[config.mk]
export PLATFORM = sky130hd
export DESIGN_NAME = rbd_front
export DESIGN_NICKNAME = d
export VERILOG_FILES = /design/src/rbd_pkg.sv /design/src/rbd_front.sv
export SDC_FILE = /design/constraint.sdc
export NUM_CORES = 1
export LEC_CHECK = 0
export BUFFER_PORTS_ARGS = -buffer_cell sky130_fd_sc_hd__buf_2
export CAP_MARGIN = 20
export CORE_MARGIN = 1.5
export CORE_UTILIZATION = 50
export DETAILED_ROUTE_END_ITERATION = 10
export HOLD_SLACK_MARGIN = 0.1
export MAX_ROUTING_LAYER = met4
export PLACE_DENSITY = 0.82
export SLEW_MARGIN = 20
export SYNTH_ARGS = -nofsm -noshare
export SYNTH_HDL_FRONTEND = slang
export SYNTH_SLANG_ARGS = --single-unit
[constraint.sdc]
create_clock -name clk -period 3.8 [get_ports clk]
set_input_delay 0.76 -clock clk [delete_from_list [all_inputs] [get_ports clk]]
set_output_delay 0.76 -clock clk [all_outputs]
set_load 0.01 [all_outputs]
[src/rbd_pkg.sv]
// Shared types, constants and channel helpers for the RGB565 2x2 box downsampler.
// No dependencies; used by every module under src except rbd_line_ram.
package rbd_pkg;

  localparam int DEF_MAX_WIDTH = 1024;

  // compare width for widths and heights (holds MAX_WIDTH up to 65535, plus one)
  localparam int CMP_W = 17;

  localparam int PIX_W = 16;
  localparam int SUM_W = 22;

  localparam logic [10:0] RST_SOURCE_WIDTH  = 11'd320;
  localparam logic [15:0] RST_SOURCE_HEIGHT = 16'd240;

  typedef enum logic {
    REG_SOURCE_WIDTH  = 1'b0,
    REG_SOURCE_HEIGHT = 1'b1
  } reg_index_t;

  // one beat handed from the front stage to the output stage
  typedef struct packed {
    logic              valid;
    logic              pass;   // pixel bypasses the filter
    logic              eof;
    logic [PIX_W-1:0]  px;
    logic [SUM_W-1:0]  pair;   // packed sums of the current horizontal pair
  } stage_t;

  typedef struct packed {
    logic we;
    logic re;
  } mem_req_t;

  // packed sums: red 21-15, green 14-7, blue 6-0
  function automatic logic [SUM_W-1:0] unpack_channels(input logic [PIX_W-1:0] px);
    unpack_channels = {2'b00, px[15:11], 2'b00, px[10:5], 2'b00, px[4:0]};
  endfunction

  // divide each channel sum by four with truncation, repack as RGB565
  function automatic logic [PIX_W-1:0] average_of(input logic [SUM_W-1:0] s);
    average_of = {s[21:17], s[14:9], s[6:2]};
  endfunction

endpackage

[src/rbd_front.sv]
// Position counters, horizontal pair sum and line store access for each input beat.
// Depends on rbd_pkg.
module rbd_front #(
  parameter int MAX_WIDTH = rbd_pkg::DEF_MAX_WIDTH,
  parameter int CW        = 10,
  parameter int AW        = 9
) (
  input  logic                     clk,
  input  logic                     rst_n,
  input  logic                     accept,
  input  logic [rbd_pkg::PIX_W-1:0] px,
  input  logic [10:0]              source_width,
  input  logic [15:0]              source_height,
  output rbd_pkg::stage_t          s0,
  output rbd_pkg::mem_req_t        mem_req,
  output logic [AW-1:0]            mem_addr,
  output logic [rbd_pkg::SUM_W-1:0] mem_wdata
);

  localparam int CMPW = rbd_pkg::CMP_W;

  logic [CW-1:0]             col_r, col_nxt;
  logic [15:0]               row_r, row_nxt;
  logic [rbd_pkg::SUM_W-1:0] pair_sum_r, pair_sum_nxt;

  logic [CMPW-1:0] sw, mw, w, we_w, he, h, x1, y1, used_w, used_h, x, y;
  logic            row_end, frame_end, bypass, in_use;
  logic [rbd_pkg::SUM_W-1:0] ch, pair;
  logic [CW-1:0]   idx_full;

  always_comb begin
    sw = CMPW'(source_width);
    mw = CMPW'(MAX_WIDTH);
    w  = (sw > mw) ? mw : sw;
    h  = CMPW'(source_height);
    we_w = (w == '0) ? CMPW'(1) : w;
    he   = (h == '0) ? CMPW'(1) : h;
    x  = CMPW'(col_r);
    y  = CMPW'(row_r);
    x1 = x + CMPW'(1);
    y1 = y + CMPW'(1);
    row_end   = x1 >= we_w;
    frame_end = row_end && (y1 >= he);
    bypass = (w < CMPW'(2)) || (h < CMPW'(2));
    used_w = {w[CMPW-1:1], 1'b0};
    used_h = {h[CMPW-1:1], 1'b0};
    in_use = !bypass && (x < used_w) && (y < used_h);

    ch   = rbd_pkg::unpack_channels(px);
    pair = pair_sum_r + ch;
    idx_full  = col_r >> 1;
    mem_addr  = idx_full[AW-1:0];
    mem_wdata = pair;

    mem_req.we = accept && in_use && col_r[0] && !row_r[0];
    mem_req.re = accept && in_use && col_r[0] && row_r[0];

    s0.valid = (accept && bypass) || mem_req.re;
    s0.pass  = bypass;
    s0.eof   = bypass ? frame_end : ((x1 >= used_w) && (y1 >= used_h));
    s0.px    = px;
    s0.pair  = pair;

    pair_sum_nxt = pair_sum_r;
    col_nxt      = col_r;
    row_nxt      = row_r;
    if (accept) begin
      if (in_use && !col_r[0]) begin
        pair_sum_nxt = ch;
      end
      if (row_end) begin
        col_nxt = '0;
        row_nxt = frame_end ? 16'd0 : 16'(y1);
      end else begin
        col_nxt = CW'(x1);
      end
    end
  end

  always_ff @(posedge clk) begin
    if (!rst_n) begin
      col_r      <= '0;
      row_r      <= '0;
      pair_sum_r <= '0;
    end else begin
      col_r      <= col_nxt;
      row_r      <= row_nxt;
      pair_sum_r <= pair_sum_nxt;
    end
  end

endmodule

==> results of run 1 <==
-- power by group through the flow --
stage	logic, mW	clock network (mW)	registers [mW]
3_3_place_gp	0.419	0	0.477
6_report	0.451	0.359	0.465
2_1_floorplan	0.332	0	0.476
3_5_place_dp	0.433	0	0.478
5_1_grt	0.500	0.382	0.467
4_1_cts	0.435	0.366	0.467
-- repair_timing --
item,in CTS,in global routing
pin swaps,2,31
setup endpoints to repair,1,3
resized for setup,19,58
buffers inserted,0,17
-- per-stage QoR --
step | instances | setup slack, ns | power (mW)
floorplan | 659 | 0.0951 | 0.809
global placement | 855 | 0.224 | 0.896
detailed placement | 855 | 0.135 | 0.910
CTS | 863 | 0.00330 | 1.27
global route | 880 | -0.0984 | 1.35
finish | 880 | 0.0554 | 1.28
-- routing by layer --
metal  up-vias  GRT usage [%]
met5         -              -
met4         0           8.93
met3        35           2.82
met2       198           42.6
met1      2280           28.2
li1       2430              -
-- worst max-delay path: cells and delay by family, from the launching register on --
kind / cells / cell delay [ns]
AND/OR/NAND/NOR: 5 / 0.80
AO/OA/AOI/OAI: 3 / 0.69
flip-flops: 1 / 0.39
adder cells (fa/ha/maj): 2 / 0.33
buffers and inverters: 2 / 0.27
XOR/XNOR: 1 / 0.22
-- cells in the mapped netlist (2+ instances only) --
master,number
a211o_1,5
a211oi_1,6
a211oi_4,2
a21o_1,18
a21oi_1,42
a31oi_1,9
and3_1,8
and4_1,6
buf_2,4
buf_4,52
buf_6,2
clkbuf_1,14
dfxtp_1,42
fa_1,3
ha_1,90
inv_1,55
mux2i_1,16
nand2_1,81
nand2b_1,20
nand3_1,33
nand3b_1,4
nand4_1,16
nand4b_1,2
nor2_1,20
nor2b_1,4
nor3_1,9
nor4_1,5
o211ai_1,5
o21a_1,5
o21ai_0,10
o21bai_1,3
o221ai_1,3
or3_1,6
or3b_1,2
xnor2_1,23
xor2_1,9
-- logic make-up after synthesis --
group	synth area share [%]
flip-flops	16.5
AND/OR/NAND/NOR	22.6
other	0.0734
buffers and inverters	13.6
adder cells (fa/ha/maj)	23.2
AO/OA/AOI/OAI	15.4
multiplexers	3.13
XOR/XNOR	5.48
-- placed cells by master (no fill, tap or decap), drive strengths merged, types with 7 or more instances in the layout --
cell	instances
nor2	20
a31oi	9
and3	8
nand2b	20
nand4	16
a21o	18
a211oi	8
nor3	9
xnor2	23
a21oi	43
nand3	33
o21ai	11
nand2	81
ha	90
or3	7
mux2i	16
xor2	9
inv	56
dfxtp	42
buf	152
-- sequential cells by signal, indices dropped and copies added (netlist names) --
signal / flops
row_r: 16
pair_sum_r: 16
col_r: 10
-- worst max path at each step --
stage	from	to	depth (start not counted)
6_report	row_r[0]$_SDFFE_PN0P_	s0[38]	13
5_1_grt	row_r[6]$_SDFFE_PN0P_	s0[38]	12
4_1_cts	row_r[0]$_SDFFE_PN0P_	s0[38]	11
3_5_place_dp	row_r[0]$_SDFFE_PN0P_	s0[38]	12
3_3_place_gp	source_width[10]	s0[40]	11
2_1_floorplan	row_r[0]$_SDFFE_PN0P_	s0[38]	11
-- layout make-up --
cell class / count / area (um^2) / area share (%)
Clock inverter: 2 / 37.5 / 0.611
Timing Repair Buffer: 152 / 870 / 14.2
Clock buffer: 6 / 72.6 / 1.18
Sequential cell: 42 / 866 / 14.1
Tap cell: 133 / 166 / 2.71
Multi-Input combinational cell: 489 / 3920 / 63.8
Inverter: 56 / 210 / 3.42
==> impl_metrics.toml, run 1 <==
[synthesis]
yosysWarnings = 0
synth-async-reset-ratio_pct = 0
yosysSeqAreaShare_pct = 16.5
synth_largest_area_cell = "ha_1"
yosysTopAreaCellShare_pct = 22.0
syn-cell-area_um2 = 5110
synth-seq-cells = 42
synth_edf_count = 0
netlist_top_cells_area = "ha_1, dfxtp_1, buf_4, nand2_1, a21oi_1"
avgSynthCellArea_um2 = 7.82
syn_inst = 654
synth_cell_type_count = 56
synth_ff_type = "dfxtp_1"

[drt]
route.top_layer_used = "met4"
ant_nets = 0
drt-total-wl_um = 13500
wl_per_cell_um = 15.4
dr_total_vias = 4943
routed_via_density = 5.62
post-route-drc-count = 0
drtIter0Drc = 241
wl_met2_um = 6790
m1WireLength_um = 5690
wl_met3_um = 659
firstDrtPassIters = 5

[power_and_ir_drop]
p_int_uw = 845
clkPwrFrac_pct = 28.2
p_seq_share_pct = 36.5
p_sw_share_pct = 33.7
pwr-share-comb_pct = 35.4
p_switching_uw = 430
p_leak_nw = 3.13
peakVddDrop_mv = 0.149
power_density_nw_per_um2 = 208

[worst_setup_path]
cp_data_arrival_time_ns = 2.98
critPathRequiredTime_ns = 3.04
slowest_stage = "dfxtp_4"
worstPathMaxFanout = 5
critPathKind = "reg -> out"
regToRegSetupSlack_ns = 0.49
rr_worst_depth = 13
r2r_end = "col_r[8]$_SDFFE_PN0P_"
cp_common_cell = "ha_4"
startpoint_type = "flop"
slowest_delay_ns = 0.39
rr_startpoint = "col_r[0]$_SDFFE_PN0P_"
crit_chain = "ha_4 -> and4_4 -> and3_4 -> nand3_4 -> xnor2_4 -> buf_6 -> ha_4 -> nand4_1 -> nor2_1 -> a211o_1 -> a211oi_4 -> o2bb2ai_2 -> buf_2"
end_kind = "output pin"

[clocking]
clk_pin_slew_ns = 0.09
clock_latency_ns = 0.30
root_buffer = "clkbuf_8"
h-tree-depth = 2
cts_tree = "yes"
numCtsBuffers = 5
cts_buffer_depth = 2
cts.sinks = 42
cts_hold_buf = 0

[timing]
clock.fmax_mhz = 267
post-route-period-util_pct = 98.5
skew_ns = 0.00995
relSlewSlack_pct = 42.6
finalSetupViolCount = 0
finalMaxSlewViolations = 0
hold_ws_ns = 0.462
min_period_ns = 3.74
rsz0062_at_grt = "true"
worstMarginPinSlew_ns = 0.860
final-hold-violation-count = 0
setup_tns_ns = 0

[layout]
final_cell_area_um2 = 6140
area_delta_synth_final_pct = 20.1
final_core_util_pct = 62.2
nFillCells = 833
nets = 885
n_antenna_cell = 0
drive_above_1_share_pct = 29.9

[placed_design]
post-dp-hpwl_um = 10500
gp_congestion = 0.924
port_buffers = 113
dpl-instance-area_um2 = 5550

[global_route]
grt_max_degree = 39
antenna_found_initial = 0
grt_overflow = 0
grt_usage_pct = 24.2
grt_first_pass_wirelength_um = 21200
first_global_vias = 4671

[min_path]
hold_start = "pair_sum_r[10]$_SDFFE_PN0P_"
whs_path_depth = 2
hp-class = "reg -> reg"
hold_end = "pair_sum_r[10]$_SDFFE_PN0P_"

[floorplanning]
die_width_um = 104
die_area_um2 = 10800
core_um2 = 9860
rows = 36
ios = 120
die_h_um = 104
start_util_pct = 51.8

[status]
status = "completed"

[job]
maxCapViolations = 0
Note: power is estimated with default switching activity, not from simulation.
==> inputs of run 2 (changes only) <==
--- a/config.mk
+++ b/config.mk
@@ -5,6 +5,7 @@
 export SDC_FILE = /design/constraint.sdc
 export NUM_CORES = 1
 export LEC_CHECK = 0
+export ABC_AREA = 1
 export BUFFER_PORTS_ARGS = -buffer_cell sky130_fd_sc_hd__buf_2
 export CAP_MARGIN = 20
 export CORE_MARGIN = 1.5
==> run 2 against run 1 <==
Cell area rose by 1.3%; critical path type unchanged; die area grew 2.9%; hold slack better by 0.055 ns.
==> impl_metrics.toml, run 2 <==
[timing]
rsz0062_at_grt = "true"
hold_ws_ns = 0.517
finalMaxSlewViolations = 0
setup_tns_ns = 0
final-hold-violation-count = 0
worstMarginPinSlew_ns = 0.523
min_period_ns = 3.69
post-route-period-util_pct = 97.1
relSlewSlack_pct = 65.1
fin_ws_ns = 0.110
finalSetupViolCount = 0
skew_ns = 0.0137
clock.fmax_mhz = 271

[floorplanning]
ios = 120
core_um2 = 10300
start_util_pct = 51.2
rows = 37
die_area_um2 = 11200
die_h_um = 106
die_width_um = 106

[synthesis]
synth_edf_count = 0
synthTopCellsByCount = "nand2_1, inv_1, ha_1"
synth-seq-cells = 42
yosysSeqAreaShare_pct = 16.0
yosysTopAreaCellShare_pct = 21.4
avgSynthCellArea_um2 = 6.49
netlist_top_cells_area = "ha_1, dfxtp_1, nand2_1, inv_1, buf_4"
synth-async-reset-ratio_pct = 0
synth_ff_type = "dfxtp_1"
synth_largest_area_cell = "ha_1"
yosysWarnings = 0
syn-cell-area_um2 = 5260
synth.most_common_cell = "nand2_1"
syn_inst = 811
synth_cell_type_count = 38

[clocking]
cts_buffer_depth = 2
clk_pin_slew_ns = 0.09
cts_tree = "yes"
root_buffer = "clkbuf_8"
numCtsBuffers = 5
cts.sinks = 42
clock_latency_ns = 0.31
h-tree-depth = 2

[global_route]
grt_first_pass_wirelength_um = 20200
grt_overflow = 0
antenna_found_initial = 0
first_global_vias = 4509
grt_usage_pct = 22.8
grt_max_degree = 22

[layout]
layout_common_cells = "nand2_1, inv_1, buf_2"
drive_above_1_share_pct = 23.3
final_common_cell = "nand2_1"
final_cell_area_um2 = 6220
area_delta_synth_final_pct = 18.1
n_antenna_cell = 0
instances_no_fill = 1032
nets = 1034
reg.largest.list = "pair_sum_r x16, row_r x16, col_r x10"

[worst_setup_path]
end_kind = "output pin"
critPathKind = "reg -> out"
startpoint_type = "flop"
rr_startpoint = "row_r[1]$_SDFFE_PN0P_"
cp_data_arrival_time_ns = 2.93
critPathBufInv = 4
cp_common_cell = "nand2_2"
worstPathMaxFanout = 4
critPathRequiredTime_ns = 3.04
crit_chain = "ha_4 -> nand2_2 -> inv_2 -> nand2_4 -> nor2_4 -> nand3_4 -> nor2_4 -> nand3_2 -> xor2_2 -> inv_2 -> buf_4 -> ha_4 -> nand2_2 -> nor2_1 -> a31o_2 -> nor2_2 -> nand2_2 -> nand3_2 -> nand2_2 -> buf_6"
startpoint = "row_r[1]$_SDFFE_PN0P_"
slowest_stage = "dfxtp_4"
critical-path-top-delay-family = "simple AND/OR/NAND/NOR gates"
slowest_delay_ns = 0.39

[drt]
ant_nets = 0
wl_met2_um = 6280
wl_met3_um = 668
drtIter0Drc = 240
wl_per_cell_um = 12.4
routed_via_density = 4.98
route.top_layer_used = "met4"
post-route-drc-count = 0
firstDrtPassIters = 4
drt-total-wl_um = 12800
m1WireLength_um = 5690
dr_total_vias = 5140

[placed_design]
place_ws_ns = 0.0415
place_inst = 1017
dpl-instance-area_um2 = 5690
gp_congestion = 0.972
post-dp-hpwl_um = 10100
port_buffers = 113

[power_and_ir_drop]
p_leak_nw = 3.57
power_density_nw_per_um2 = 223
peakVddDrop_mv = 0.157

[job]
maxCapViolations = 0

[min_path]
hp-class = "reg -> reg"
hold_start = "row_r[7]$_SDFFE_PN0P_"

[status]
status = "completed"
## run 2: cell types whose count changed after synthesis, moves of 18 or more
cell      before  now
inv_1         55  153
nand2_1       81  200
nand2b_1      20    0
nor2_1        20   71
xnor2_1       23    5
## run 2: logic make-up (layout without fill, tap and decap cells)
family	Yosys count	after routing	share of synthesized area [%]
DFF	42	42	16.0
adders and majority gates	93	93	22.5
buffers and inverters	218	298	19.4
and+or+nand+nor	345	345	28.2
other	1	6	0.0712
xor gates and xnor gates	29	29	4.83
AOI/OAI and AO/OA	83	83	9.01
## run 2: worst reg2reg max path, cell delays in order (launching register included)
cell and delay, ns:
dfxtp_4 0.39, ha_4 0.14, nand2_2 0.05, inv_2 0.07
nand2_4 0.05, nor2_4 0.15, nand3_4 0.10, nor2_4 0.15
nand3_2 0.10, xor2_2 0.19, inv_2 0.07, buf_4 0.14
ha_4 0.23, nand2_2 0.07, nor2_1 0.05, a31o_2 0.25
nor2_2 0.12, buf_4 0.17, nand4_2 0.29, o21ai_0 0.26
## run 2: path summary, 6_finish.rpt
check,endpoint,slack (ns),cells past startpoint
setup reg to reg,row_r[7]$_SDFFE_PN0P_,0.70,19
hold / removal,row_r[7]$_SDFFE_PN0P_,0.52,2
setup / recovery,s0[38],0.11,20
hold reg to reg,row_r[7]$_SDFFE_PN0P_,0.52,2
## run 2: layout make-up
class,count,area (um^2)
fill,970,4060
multi-input combinational,556,3730
sequential,42,855
timing repair buffer,132,734
inverter,158,593
tap,136,170
clock buffer,5,68.8
clock inverter,3,68.8
## run 2: per-stage QoR
stage               util (%)  total power, mW
floorplan                  -            0.846
global route            60.5             1.47
detailed placement      55.4            0.953
CTS                     57.0             1.39
finish                  60.5             1.39
global placement        55.4            0.941
## run 2: routing by layer
layer  GRT usage [%]  up-vias
li1                -     2689
met1            29.2     2304
met5               -        -
met2            38.7      136
met3            2.91       11
met4            4.54        0
## run 2: power by group
| group | switching [mW] | total [mW] | internal (mW) |
|---|---|---|---|
| sequential | 0.0105 | 0.466 | 0.456 |
| combinational | 0.293 | 0.485 | 0.192 |
| clock | 0.175 | 0.438 | 0.264 |
| total | 0.478 | 1.39 | 0.912 |
## run 2: timing repair
item                                    CTS  global route
hold buffers                              0             0
endpoints found under the setup margin    1             4
gates resized for setup                   8            67
setup buffers                             1             6
pin swaps                                 1            24
