File: config.mk
export PLATFORM = sky130hd
export DESIGN_NAME = rbd_back
export DESIGN_NICKNAME = d
export VERILOG_FILES = /design/src/rbd_pkg.sv /design/src/rbd_back.sv
export SDC_FILE = /design/constraint.sdc
export NUM_CORES = 1
export LEC_CHECK = 0
export BUFFER_PORTS_ARGS = -buffer_cell sky130_fd_sc_hd__buf_4
export CAP_MARGIN = 30
export CORE_AREA = 2 2 84 86
export CTS_CLUSTER_SIZE = 25
export DETAILED_ROUTE_END_ITERATION = 16
export DIE_AREA = 0 0 86 88
export PLACE_DENSITY = 0.74
export SLEW_MARGIN = 20
export SYNTH_ARGS = -nofsm -noshare
export SYNTH_HDL_FRONTEND = slang
export SYNTH_SLANG_ARGS = --single-unit
File: constraint.sdc
create_clock -name clk -period 2.3 [get_ports clk]
set_clock_uncertainty 0.15 [all_clocks]
set_input_delay 0.23 -clock clk [delete_from_list [all_inputs] [get_ports clk]]
set_output_delay 0.23 -clock clk [all_outputs]
set_load 0.05 [all_outputs]
File: src/rbd_pkg.sv
// Shared types, constants and channel helpers for the RGB565 2x2 box downsampler.
// No dependencies; used by every module under src except rbd_line_ram.
package rbd_pkg;

  localparam int DEF_MAX_WIDTH = 1024;

  // compare width for widths and heights (holds MAX_WIDTH up to 65535, plus one)
  localparam int CMP_W = 17;

  localparam int PIX_W = 16;
  localparam int SUM_W = 22;

  localparam logic [10:0] RST_SOURCE_WIDTH  = 11'd320;
  localparam logic [15:0] RST_SOURCE_HEIGHT = 16'd240;

  typedef enum logic {
    REG_SOURCE_WIDTH  = 1'b0,
    REG_SOURCE_HEIGHT = 1'b1
  } reg_index_t;

  // one beat handed from the front stage to the output stage
  typedef struct packed {
    logic              valid;
    logic              pass;   // pixel bypasses the filter
    logic              eof;
    logic [PIX_W-1:0]  px;
    logic [SUM_W-1:0]  pair;   // packed sums of the current horizontal pair
  } stage_t;

  typedef struct packed {
    logic we;
    logic re;
  } mem_req_t;

  // packed sums: red 21-15, green 14-7, blue 6-0
  function automatic logic [SUM_W-1:0] unpack_channels(input logic [PIX_W-1:0] px);
    unpack_channels = {2'b00, px[15:11], 2'b00, px[10:5], 2'b00, px[4:0]};
  endfunction

  // divide each channel sum by four with truncation, repack as RGB565
  function automatic logic [PIX_W-1:0] average_of(input logic [SUM_W-1:0] s);
    average_of = {s[21:17], s[14:9], s[6:2]};
  endfunction

endpackage

File: src/rbd_back.sv
// Adds the line store sum to the pair and averages, or passes a bypass pixel through, and holds the result beat.
// Depends on rbd_pkg.
module rbd_back (
  input  logic                      clk,
  input  logic                      rst_n,
  input  rbd_pkg::stage_t           s0,
  input  logic [rbd_pkg::SUM_W-1:0] rd_data,
  output logic                      take,
  output logic                      out_tvalid,
  input  logic                      out_tready,
  output logic [rbd_pkg::PIX_W-1:0] out_tdata,
  output logic                      out_tlast
);

  logic                      s1_valid_r, s1_valid_nxt;
  logic                      s1_pass_r, s1_eof_r;
  logic [rbd_pkg::PIX_W-1:0] s1_px_r;
  logic [rbd_pkg::SUM_W-1:0] s1_pair_r;
  logic                      out_valid_r, out_valid_nxt;
  logic [rbd_pkg::PIX_W-1:0] out_px_r;
  logic                      out_eof_r;
  logic                      s1_move;
  logic [rbd_pkg::SUM_W-1:0] total;

  always_comb begin
    s1_move = s1_valid_r && (!out_valid_r || out_tready);
    take    = !s1_valid_r || s1_move;
    total   = rd_data + s1_pair_r;

    s1_valid_nxt = s1_valid_r;
    if (take) begin
      s1_valid_nxt = s0.valid;
    end
    out_valid_nxt = out_valid_r;
    if (s1_move) begin
      out_valid_nxt = 1'b1;
    end else if (out_tready) begin
      out_valid_nxt = 1'b0;
    end
  end

  always_ff @(posedge clk) begin
    if (!rst_n) begin
      s1_valid_r  <= 1'b0;
      out_valid_r <= 1'b0;
    end else begin
      s1_valid_r  <= s1_valid_nxt;
      out_valid_r <= out_valid_nxt;
    end
  end

  always_ff @(posedge clk) begin
    if (take && s0.valid) begin
      s1_pass_r <= s0.pass;
      s1_eof_r  <= s0.eof;
      s1_px_r   <= s0.px;
      s1_pair_r <= s0.pair;
    end
    if (s1_move) begin
      out_px_r  <= s1_pass_r ? s1_px_r : rbd_pkg::average_of(total);
      out_eof_r <= s1_eof_r;
    end
  end

  assign out_tvalid = out_valid_r;
  assign out_tdata  = out_px_r;
  assign out_tlast  = out_eof_r;

endmodule

==> impl_metrics.json, run 1 <==
{
  "slowest_delay_ns": 0.63,
  "critPathSlowestCell": "or4_4",
  "drc_errors": 0,
  "synth_cell_types": 52,
  "syn-instance-count": 249,
  "dieArea_um2": 7570,
  "ff2ff_path_depth": 6,
  "critPathMaxFanout": 6,
  "cts_made_buffers": 9,
  "diodes": 0,
  "syn_nets": 335,
  "routed_wl_mm": 9.11,
  "power.total_mw": 2.88,
  "fin_ws_ns": -0.107,
  "p_sw_share_pct": 28.9,
  "via_per_inst": 5.61,
  "max_freq_mhz": 415,
  "power.net_switching_mw": 0.831,
  "start_util_pct": 45.6,
  "synth_area_leaders": "edfxtp_1, ha_1, nand2_1",
  "power_frac_comb_pct": 28.9,
  "intPower_mw": 2.05,
  "layout.cells.most_common": "buf_4",
  "ant_nets": 0,
  "hold_depth": 3,
  "core.rowCount": 30,
  "syn_to_final_growth_pct": 64.4,
  "clock_latency_ns": 0.33,
  "clockPowerShare_pct": 26.3,
  "p_leak_nw": 2.02,
  "rr_startpoint": "s1_pair_r[9]$_DFFE_PP_",
  "crit_chain": "ha_1 -> nand3_2 -> or4_4 -> a31oi_4 -> o2111a_1 -> nor3_1",
  "die_w_um": 86,
  "tritoncts": "built",
  "vias": 2843,
  "peakVddDrop_uv": 390,
  "whs_endpoint": "s1_valid_r$_SDFFE_PN0N_",
  "hold_class": "in2reg",
  "tightestPinTransition_ns": 0.531,
  "io_buffers": 84,
  "grt_start_max_net_pins": 41,
  "core_um2": 6640,
  "cp_num_buf_inv": 0,
  "cp-start-kind": "register",
  "crit_family": "simple AND/OR/NAND/NOR gates",
  "synth_area_per_cell_um2": 12.2,
  "pre_cts_ws_ns": -0.139,
  "hpwl_mm": 5.36,
  "critPathKind": "reg2reg",
  "pwr-share-seq_pct": 44.8,
  "synth_largest_area_cell": "edfxtp_1",
  "firstDrtPassIters": 4,
  "status": "finished, violations left",
  "post_drt_wl_per_cell_um": 18.0,
  "timing.rr.end": "out_tdata[11]$_DFFE_PP_",
  "relSlewSlack_pct": 64.6,
  "clk_pin_slew_ns": 0.07,
  "required_ns": 2.23,
  "layout-drive-gt1-share_pct": 42.6,
  "clk_path_buf_depth": 2,
  "ys_warn_count": 0,
  "slew_violations": 0,
  "finalCriticalPeriod_ns": 2.41,
  "ys_seq_area_share_pct": 57.9,
  "synth-main-ff-cell": "edfxtp_1",
  "grt_pass1_wl_mm": 13.0,
  "layout_common_cells": "buf_4, edfxtp_1, dlygate4sd3_1",
  "layout.nets": 509,
  "synth_edf_count": 57,
  "arrival_ns": 2.34,
  "grt_pass1_vias": 2830,
  "cap_violations": 0,
  "grt_util_all_layers_pct": 23.0,
  "p_per_area_nw_per_um2": 579,
  "r2r_slack_ns": -0.11,
  "rsz0062_at_grt": "true",
  "netlist_area_um2": 3030,
  "die_y_um": 88,
  "cts.sink_count": 59,
  "globalRouteOverflowTotal": 0,
  "gp_congestion": 0.954,
  "cts_htree_levels": 3,
  "io_pins": 85,
  "ys_ff_latch": 59,
  "clockRootBuffer": "clkbuf_8",
  "synth.top_cell.area_share_pct": 56.6,
  "antenna_found_initial": 0,
  "crit_path_end_kind": "register",
  "drt_iter0_drc": 152,
  "setup_viol": 8,
  "failed_checks": "setup timing",
  "period_share_pct": 105,
  "async_flop_share_pct": 0,
  "hold_path.startpoint": "s0[40]",
  "hold_viol": 0
}
==> stage by stage <==
| step | TNS, ns | cell area (µm²) | hold slack, ns | cells | utilization (%) |
|---|---|---|---|---|---|
| detailed placement | -0.758 | 3980 | 0.259 | 439 | 60.0 |
| global route | -1.39 | 4970 | 0.0274 | 507 | 74.9 |
| floorplan | 0 | 3030 | 0.179 | 249 | - |
| finish | -0.606 | 4970 | 0.0181 | 507 | 74.9 |
| global placement | -0.355 | 3980 | 0.253 | 439 | 60.0 |
| CTS | -0.0699 | 4730 | 0.00953 | 502 | 71.2 |
==> cell families (layout without fill, tap and decap cells) <==
kind of cell	count (synthesis)	after routing	share of synthesized area, %
AND/OR/NAND/NOR	74	74	12.4
AO/OA/AOI/OAI	73	73	17.0
flip-flops	59	59	57.9
adder cells (fa/ha/maj)	20	20	8.27
buffers and inverters	14	192	1.82
XOR/XNOR	8	8	2.31
multiplexers	1	1	0.331
==> repair_timing <==
item,4_1_cts,5_1_grt
setup buffers,7,4
hold endpoints to repair,42,0
hold buffers,41,0
setup endpoints to repair,10,12
gates resized for setup,20,24
pin swaps,23,14
gates cloned,0,0
==> area by class of cell <==
class                      count  area (µm²)
timing repair buffer         171        1420
tap                           80         100
fill                         418        1670
multi-input combinational    176        1530
clock inverter                 5        21.3
inverter                       6        22.5
clock buffer                  10         128
sequential                    59        1750
==> Yosys cell counts (4+ instances only) <==
| library cell | number |
|---|---|
| xor2_1 | 4 |
| a21oi_1 | 15 |
| nor3_1 | 8 |
| a21o_1 | 8 |
| nand2_1 | 25 |
| edfxtp_1 | 57 |
| nand3_1 | 10 |
| clkbuf_1 | 5 |
| ha_1 | 20 |
| o21ai_0 | 18 |
| nor2_1 | 8 |
| inv_1 | 6 |
| xnor2_1 | 4 |
| nor3b_1 | 4 |
==> worst register-to-register path, delay by kind of cell, from the launching register on <==
family | cells | cell delay [ns]
flops | 1 | 0.37
compound gates | 2 | 0.52
simple gates | 3 | 0.77
fa+ha+maj | 1 | 0.34
==> metal layers <==
| metal | vias to the layer above | track usage (%) | wire (µm) |
|---|---|---|---|
| li1 | 1318 | - | - |
| met1 | 1376 | 25.8 | 3460 |
| met2 | 133 | 40.9 | 4800 |
| met3 | 16 | 6.41 | 673 |
| met4 | 0 | 9.96 | 182 |
| met5 | - | 0 | 0 |
==> how the worst max path moves through the flow <==
stage / startpoint / to / slack, ns / depth (start not counted)
after floorplan: s1_pair_r[8]$_DFFE_PP_ / out_tdata[8]$_DFFE_PP_ / 0.009 / 6
after global placement: rd_data[15] / out_tdata[12]$_DFFE_PP_ / -0.12 / 9
after detailed placement: s1_pair_r[15]$_DFFE_PP_ / out_tdata[12]$_DFFE_PP_ / -0.14 / 8
after CTS: s1_pair_r[1]$_DFFE_PP_ / out_tdata[10]$_DFFE_PP_ / -0.04 / 7
after global routing: s1_pair_r[7]$_DFFE_PP_ / out_tdata[11]$_DFFE_PP_ / -0.20 / 8
final: s1_pair_r[9]$_DFFE_PP_ / out_tdata[11]$_DFFE_PP_ / -0.11 / 6
==> power groups by stage <==
stage	Clock (mW)	Sequential [mW]	Combinational, mW
after floorplan	0	1.37	0.279
after global placement	0	1.30	0.604
after detailed placement	0	1.31	0.614
after CTS	0.770	1.29	0.731
after global routing	0.813	1.29	0.883
final	0.757	1.29	0.831
==> registers in the layout (all words and copies together) (netlist names) <==
| register | cells |
|---|---|
| s1_valid_r | 1 |
| s1_pass_r | 1 |
| out_tdata | 16 |
| s1_eof_r | 1 |
| out_tlast | 1 |
| s1_px_r | 16 |
| s1_pair_r | 22 |
| out_tvalid | 1 |
Power figures use the tool's default switching activity.
==> run 2, diff against run 1 <==
--- a/config.mk
+++ b/config.mk
@@ -12,6 +12,7 @@
 export DETAILED_ROUTE_END_ITERATION = 16
 export DIE_AREA = 0 0 86 88
 export PLACE_DENSITY = 0.74
+export SKIP_LAST_GASP = 1
 export SLEW_MARGIN = 20
 export SYNTH_ARGS = -nofsm -noshare
 export SYNTH_HDL_FRONTEND = slang
==> constraint.sdc (replaced) <==
create_clock -name clk -period 2.3 [get_ports clk]
set_clock_uncertainty 0.15 [all_clocks]
set_input_delay 0.115 -clock clk [delete_from_list [all_inputs] [get_ports clk]]
set_output_delay 0.115 -clock clk [all_outputs]
set_load 0.05 [all_outputs]
==> run 2 against run 1 <==
Effect of this change: the run still ends with setup timing left; hold slack improved by 0.14 ns; first-iteration DRC count rose by 120%; non-clock buffer count fell by 3; combinational power fell by 2%; maximum frequency fell by 2.7%; largest cell class unchanged.
==> impl_metrics.json, run 2 (synthesized netlist as in run 1, its figures left out) <==
{
  "status": "finished, violations left",
  "failed_checks": "setup timing",
  "die_y_um": 88,
  "crit_path_end_kind": "register",
  "tritoncts": "built",
  "diodes": 0,
  "layout.nets": 506,
  "die_w_um": 86,
  "intPower_mw": 2.26,
  "critPathSlowestCell": "or4_4",
  "grt_pass1_wl_mm": 13.8,
  "grt_start_max_net_pins": 41,
  "crit_chain": "ha_4 -> nand3_4 -> or4_4 -> a311oi_4 -> o21a_1 -> o31ai_2",
  "clockPowerShare_pct": 32.5,
  "max_flop_register": "s1_pair_r",
  "cts_htree_levels": 3,
  "vias": 2910,
  "ant_nets": 0,
  "arrival_ns": 2.41,
  "period_share_pct": 108,
  "grt_util_all_layers_pct": 24.1,
  "layout-drive-gt1-share_pct": 40.9,
  "pwr-share-seq_pct": 41.3,
  "nFillCells": 425,
  "finalCriticalPeriod_ns": 2.47,
  "cap_violations": 0,
  "globalRouteOverflowTotal": 0,
  "cts.sink_count": 59,
  "cts_made_buffers": 9,
  "routed_wl_mm": 9.46,
  "core.rowCount": 30,
  "p_sw_share_pct": 27.4,
  "fin_ws_ns": -0.173,
  "power_frac_comb_pct": 26.2,
  "firstDrtPassIters": 5,
  "rsz0062_at_grt": "true",
  "multi_input_area_um2": 1470,
  "post_drt_wl_per_cell_um": 18.7,
  "design_area_um2": 4960,
  "tightestPinTransition_ns": 0.440,
  "clock_latency_ns": 0.34,
  "io_buffers": 84,
  "hold_class": "in2reg",
  "clk_pin_slew_ns": 0.07,
  "final-seq-area_um2": 1750,
  "required_ns": 2.24,
  "gp_congestion": 0.922,
  "clockRootBuffer": "clkbuf_8",
  "io_pins": 85,
  "dieArea_um2": 7570,
  "cp-start-kind": "register",
  "critPathMaxFanout": 5,
  "peakVddDrop_uv": 441,
  "pre_cts_ws_ns": -0.155,
  "via_per_inst": 5.76,
  "critPathKind": "reg2reg",
  "p_leak_nw": 2.02,
  "hpwl_mm": 5.35,
  "hold_viol": 0,
  "drc_errors": 0,
  "core_um2": 6640,
  "clk_path_buf_depth": 2,
  "antenna_found_initial": 0,
  "power.net_switching_mw": 0.854,
  "layout.cells.most_common": "buf_4",
  "p_per_area_nw_per_um2": 628,
  "slew_violations": 0,
  "place_area_um2": 3950,
  "slowest_delay_ns": 0.61,
  "relSlewSlack_pct": 70.5,
  "largest_reg_flops": 22,
  "grt_pass1_vias": 2849,
  "drt_iter0_drc": 340,
  "syn_to_final_growth_pct": 64.0,
  "layout_common_cells": "buf_4, edfxtp_1, dlygate4sd3_1",
  "setup_viol": 10,
  "start_util_pct": 45.6,
  "max_freq_mhz": 404
}
-- run 2: changes by cell type in the layout (fill, tap and decap cells not counted), moves of 2 or more --
cell           change
buf_4             -10
buf_6              +4
ha_4               -2
dlygate4sd3_1      +3
bufinv_16          +2
ha_1               +2
-- run 2: per-stage QoR --
| step | hold slack (ns) | power (mW) | TNS (ns) | std cells | util, % |
|---|---|---|---|---|---|
| 3_3_place_gp | 0.144 | 1.90 | -0.426 | 435 | 59.5 |
| 6_report | 0.159 | 3.12 | -0.928 | 505 | 74.7 |
| 5_1_grt | 0.211 | 3.23 | -1.60 | 505 | 74.7 |
| 3_5_place_dp | 0.144 | 1.91 | -0.975 | 435 | 59.5 |
| 2_1_floorplan | 0.0639 | 1.65 | 0 | 249 | - |
| 4_1_cts | 0.153 | 3.02 | -0.312 | 499 | 71.6 |
-- run 2: final timing paths --
| kind | startpoint | to | slack (ns) | depth (start not counted) |
|---|---|---|---|---|
| max | s1_pair_r[8]$_DFFE_PP_ | out_tdata[10]$_DFFE_PP_ | -0.17 | 6 |
| min | rd_data[20] | out_tdata[15]$_DFFE_PP_ | 0.16 | 4 |
| min reg2reg | s1_eof_r$_DFFE_PP_ | out_tlast$_DFFE_PP_ | 0.27 | 0 |
| max reg2reg | s1_pair_r[8]$_DFFE_PP_ | out_tdata[10]$_DFFE_PP_ | -0.17 | 6 |
-- run 2: power groups by stage --
stage	Combinational [mW]	Clock (mW)	Sequential, mW
floorplan	0.279	0	1.37
global placement	0.594	0	1.30
detailed placement	0.607	0	1.31
CTS	0.715	1.02	1.29
global route	0.868	1.07	1.29
finish	0.816	1.01	1.29
-- run 2: layout make-up --
cell class | instances | share of cell area (%)
clock buffers | 10 | 2.57
well taps | 80 | 2.02
clock inverters | 6 | 1.61
multi-input cells | 176 | 29.6
inverters | 6 | 0.454
flip-flops and latches | 59 | 35.3
repair buffers | 168 | 28.4
-- run 2: timing repair --
item / CTS / global route
pin swaps: 17 / 25
cloned: 0 / 0
setup buffers: 4 / 6
hold buffers: 44 / 0
endpoints found under the setup margin: 9 / 10
endpoints found under the hold margin: 42 / 0
gates resized for setup: 19 / 24
-- run 2: critical path, delay by kind of cell, from the launching register on --
family / cells / cell delay (ns)
fa+ha+maj: 1 / 0.32
simple gates: 2 / 0.71
flops: 1 / 0.44
compound gates: 3 / 0.60
-- run 2: per-layer routing --
layer  track usage [%]  wire [µm]  share of wire [%]  vias up
met4              11.7        379                4.0        0
met3              5.09        716                7.6       39
met5                 0          0                  0        -
met2              41.6       4810                 51      172
met1              28.8       3550                 38     1379
li1                  -          -                  -     1320
==> run 3, diff against run 2 <==
--- a/config.mk
+++ b/config.mk
@@ -7,11 +7,13 @@
 export LEC_CHECK = 0
 export BUFFER_PORTS_ARGS = -buffer_cell sky130_fd_sc_hd__buf_4
 export CAP_MARGIN = 30
-export CORE_AREA = 2 2 84 86
+export CELL_PAD_IN_SITES_DETAIL_PLACEMENT = 0
+export CELL_PAD_IN_SITES_GLOBAL_PLACEMENT = 1
+export CORE_AREA = 2 2 94 96
 export CTS_CLUSTER_SIZE = 25
 export DETAILED_ROUTE_END_ITERATION = 16
-export DIE_AREA = 0 0 86 88
-export PLACE_DENSITY = 0.74
+export DIE_AREA = 0 0 96 98
+export PLACE_DENSITY_LB_ADDON = 0.1
 export SKIP_LAST_GASP = 1
 export SLEW_MARGIN = 20
 export SYNTH_ARGS = -nofsm -noshare
==> run 3 against run 2 <==
Effect of this change: the run still ends with setup timing left; combinational power decreased by 8.3%; hold slack got worse by 0.014 ns; sequential power about the same; non-clock buffer count unchanged; critical path type unchanged; critical endpoint is now out_tdata[11]$_DFFE_PP_; highest routed layer unchanged.
==> impl_metrics.json, run 3 (synthesized netlist as in run 1, its figures left out) <==
{
  "io_pins": 85,
  "relSlewSlack_pct": 69.7,
  "crit_path_end_kind": "register",
  "syn_to_final_growth_pct": 60.4,
  "period_share_pct": 106,
  "max_freq_mhz": 409,
  "p_leak_nw": 1.99,
  "required_ns": 2.24,
  "max_flop_register": "s1_pair_r",
  "critPathKind": "reg2reg",
  "grt_pass1_vias": 2594,
  "finalCriticalPeriod_ns": 2.45,
  "clk_path_buf_depth": 2,
  "post_drt_wl_per_cell_um": 15.0,
  "clk_pin_slew_ns": 0.07,
  "post-route-util_pct": 57.3,
  "setup_viol": 7,
  "failed_checks": "setup timing",
  "grt_start_max_net_pins": 41,
  "nFillCells": 739,
  "start_util_pct": 35.8,
  "stdcell_count": 533,
  "grt_pass1_wl_mm": 12.5,
  "layout_common_cells": "buf_4, edfxtp_1, dlygate4sd3_1",
  "die_y_um": 98,
  "clock_latency_ns": 0.34,
  "largest_reg_flops": 22,
  "firstDrtPassIters": 4,
  "peakVddDrop_uv": 318,
  "hold_path.startpoint": "rd_data[20]",
  "power.total_mw": 2.85,
  "die_w_um": 96,
  "antenna_found_initial": 0,
  "ff2ff_path_depth": 7,
  "via_per_inst": 4.91,
  "cp-start-kind": "register",
  "critPathSlowestCell": "or4_4",
  "io_buffers": 84,
  "vias": 2619,
  "grt_util_all_layers_pct": 17.6,
  "gp_congestion": 0.839,
  "core_um2": 8470,
  "diodes": 0,
  "hold_depth": 4,
  "ant_nets": 0,
  "cts_made_buffers": 9,
  "core.rowCount": 34,
  "r2r_slack_ns": -0.15,
  "hold_class": "in2reg",
  "layout-drive-gt1-share_pct": 39.1,
  "hold_viol": 0,
  "timing.rr.end": "out_tdata[11]$_DFFE_PP_",
  "crit_chain": "ha_4 -> a31o_4 -> a21oi_4 -> or4_4 -> a31oi_4 -> o2111a_1 -> nor3_2",
  "dp.cells": 469,
  "tritoncts": "built",
  "fin_ws_ns": -0.147,
  "cts.sink_count": 59,
  "rsz0062_at_grt": "true",
  "hpwl_mm": 5.40,
  "globalRouteOverflowTotal": 0,
  "p_per_area_nw_per_um2": 586,
  "routed_wl_mm": 7.98,
  "dieArea_um2": 9410,
  "slew_violations": 0,
  "slowest_delay_ns": 0.51,
  "critPathMaxFanout": 6,
  "cap_violations": 0,
  "rr_startpoint": "s1_pair_r[1]$_DFFE_PP_",
  "layout.nets": 506,
  "clockRootBuffer": "clkbuf_8",
  "drc_errors": 0,
  "status": "finished, violations left",
  "tightestPinTransition_ns": 0.454,
  "whs_endpoint": "out_tdata[15]$_DFFE_PP_",
  "layout.cells.most_common": "buf_4",
  "cts_htree_levels": 3,
  "arrival_ns": 2.39,
  "drt_iter0_drc": 100
}
## run 3: cell type report
class	instances	area, µm²	area share (%)
flip-flops and latches	59	1750	36.1
clock buffers	10	128	2.63
well taps	108	135	2.78
clock inverters	6	32.5	0.670
repair buffers	168	1400	28.7
multi-input cells	176	1390	28.6
inverters	6	22.5	0.464
## run 3: metal layers
layer	GRT usage, %	vias to the layer above	routed length, µm
met5	0	-	0
met4	6.92	0	117
met3	3.55	9	339
met2	27.6	70	3770
met1	23.6	1222	3760
li1	-	1318	-
## run 3: power by group
| group | switching, mW | total [mW] | leakage, nW | internal (mW) |
|---|---|---|---|---|
| registers | 0.0217 | 1.28 | 0.567 | 1.26 |
| clock network | 0.438 | 0.817 | 0.0771 | 0.379 |
| logic | 0.373 | 0.748 | 1.35 | 0.375 |
## run 3: repair_timing
action | 4_1_cts | 5_1_grt
hold endpoints to repair | 42 | 0
resized for setup | 11 | 19
hold buffers | 44 | 0
setup buffers | 1 | 2
pin swaps | 9 | 10
endpoints found under the setup margin | 10 | 10
## run 3: metrics by stage
step	hold slack, ns	area [µm²]	setup slack (ns)	TNS, ns
4_1_cts	0.136	4700	-0.0996	-0.564
6_report	0.145	4850	-0.147	-0.586
5_1_grt	0.188	4850	-0.229	-1.43
3_3_place_gp	0.143	4030	-0.152	-0.635
2_1_floorplan	0.0639	3030	0.00858	0
3_5_place_dp	0.144	4030	-0.166	-0.945
## run 3: worst max path at each step
stage	startpoint	endpoint	cells after the start	slack, ns
after floorplan	s1_pair_r[8]$_DFFE_PP_	out_tdata[8]$_DFFE_PP_	6	0.009
after global placement	s1_pair_r[3]$_DFFE_PP_	out_tdata[13]$_DFFE_PP_	6	-0.15
after detailed placement	s1_pair_r[8]$_DFFE_PP_	out_tdata[13]$_DFFE_PP_	6	-0.17
after CTS	s1_pair_r[1]$_DFFE_PP_	out_tdata[15]$_DFFE_PP_	7	-0.1
after global routing	s1_pair_r[1]$_DFFE_PP_	out_tdata[11]$_DFFE_PP_	7	-0.23
final	s1_pair_r[1]$_DFFE_PP_	out_tdata[11]$_DFFE_PP_	7	-0.15
## run 3: critical path: cells and delay by family, from the launching register on
family / cells / cell delay, ns
AO/OA/AOI/OAI: 4 / 0.77
AND/OR/NAND/NOR: 2 / 0.56
flip-flops: 1 / 0.42
adder cells (fa/ha/maj): 1 / 0.29
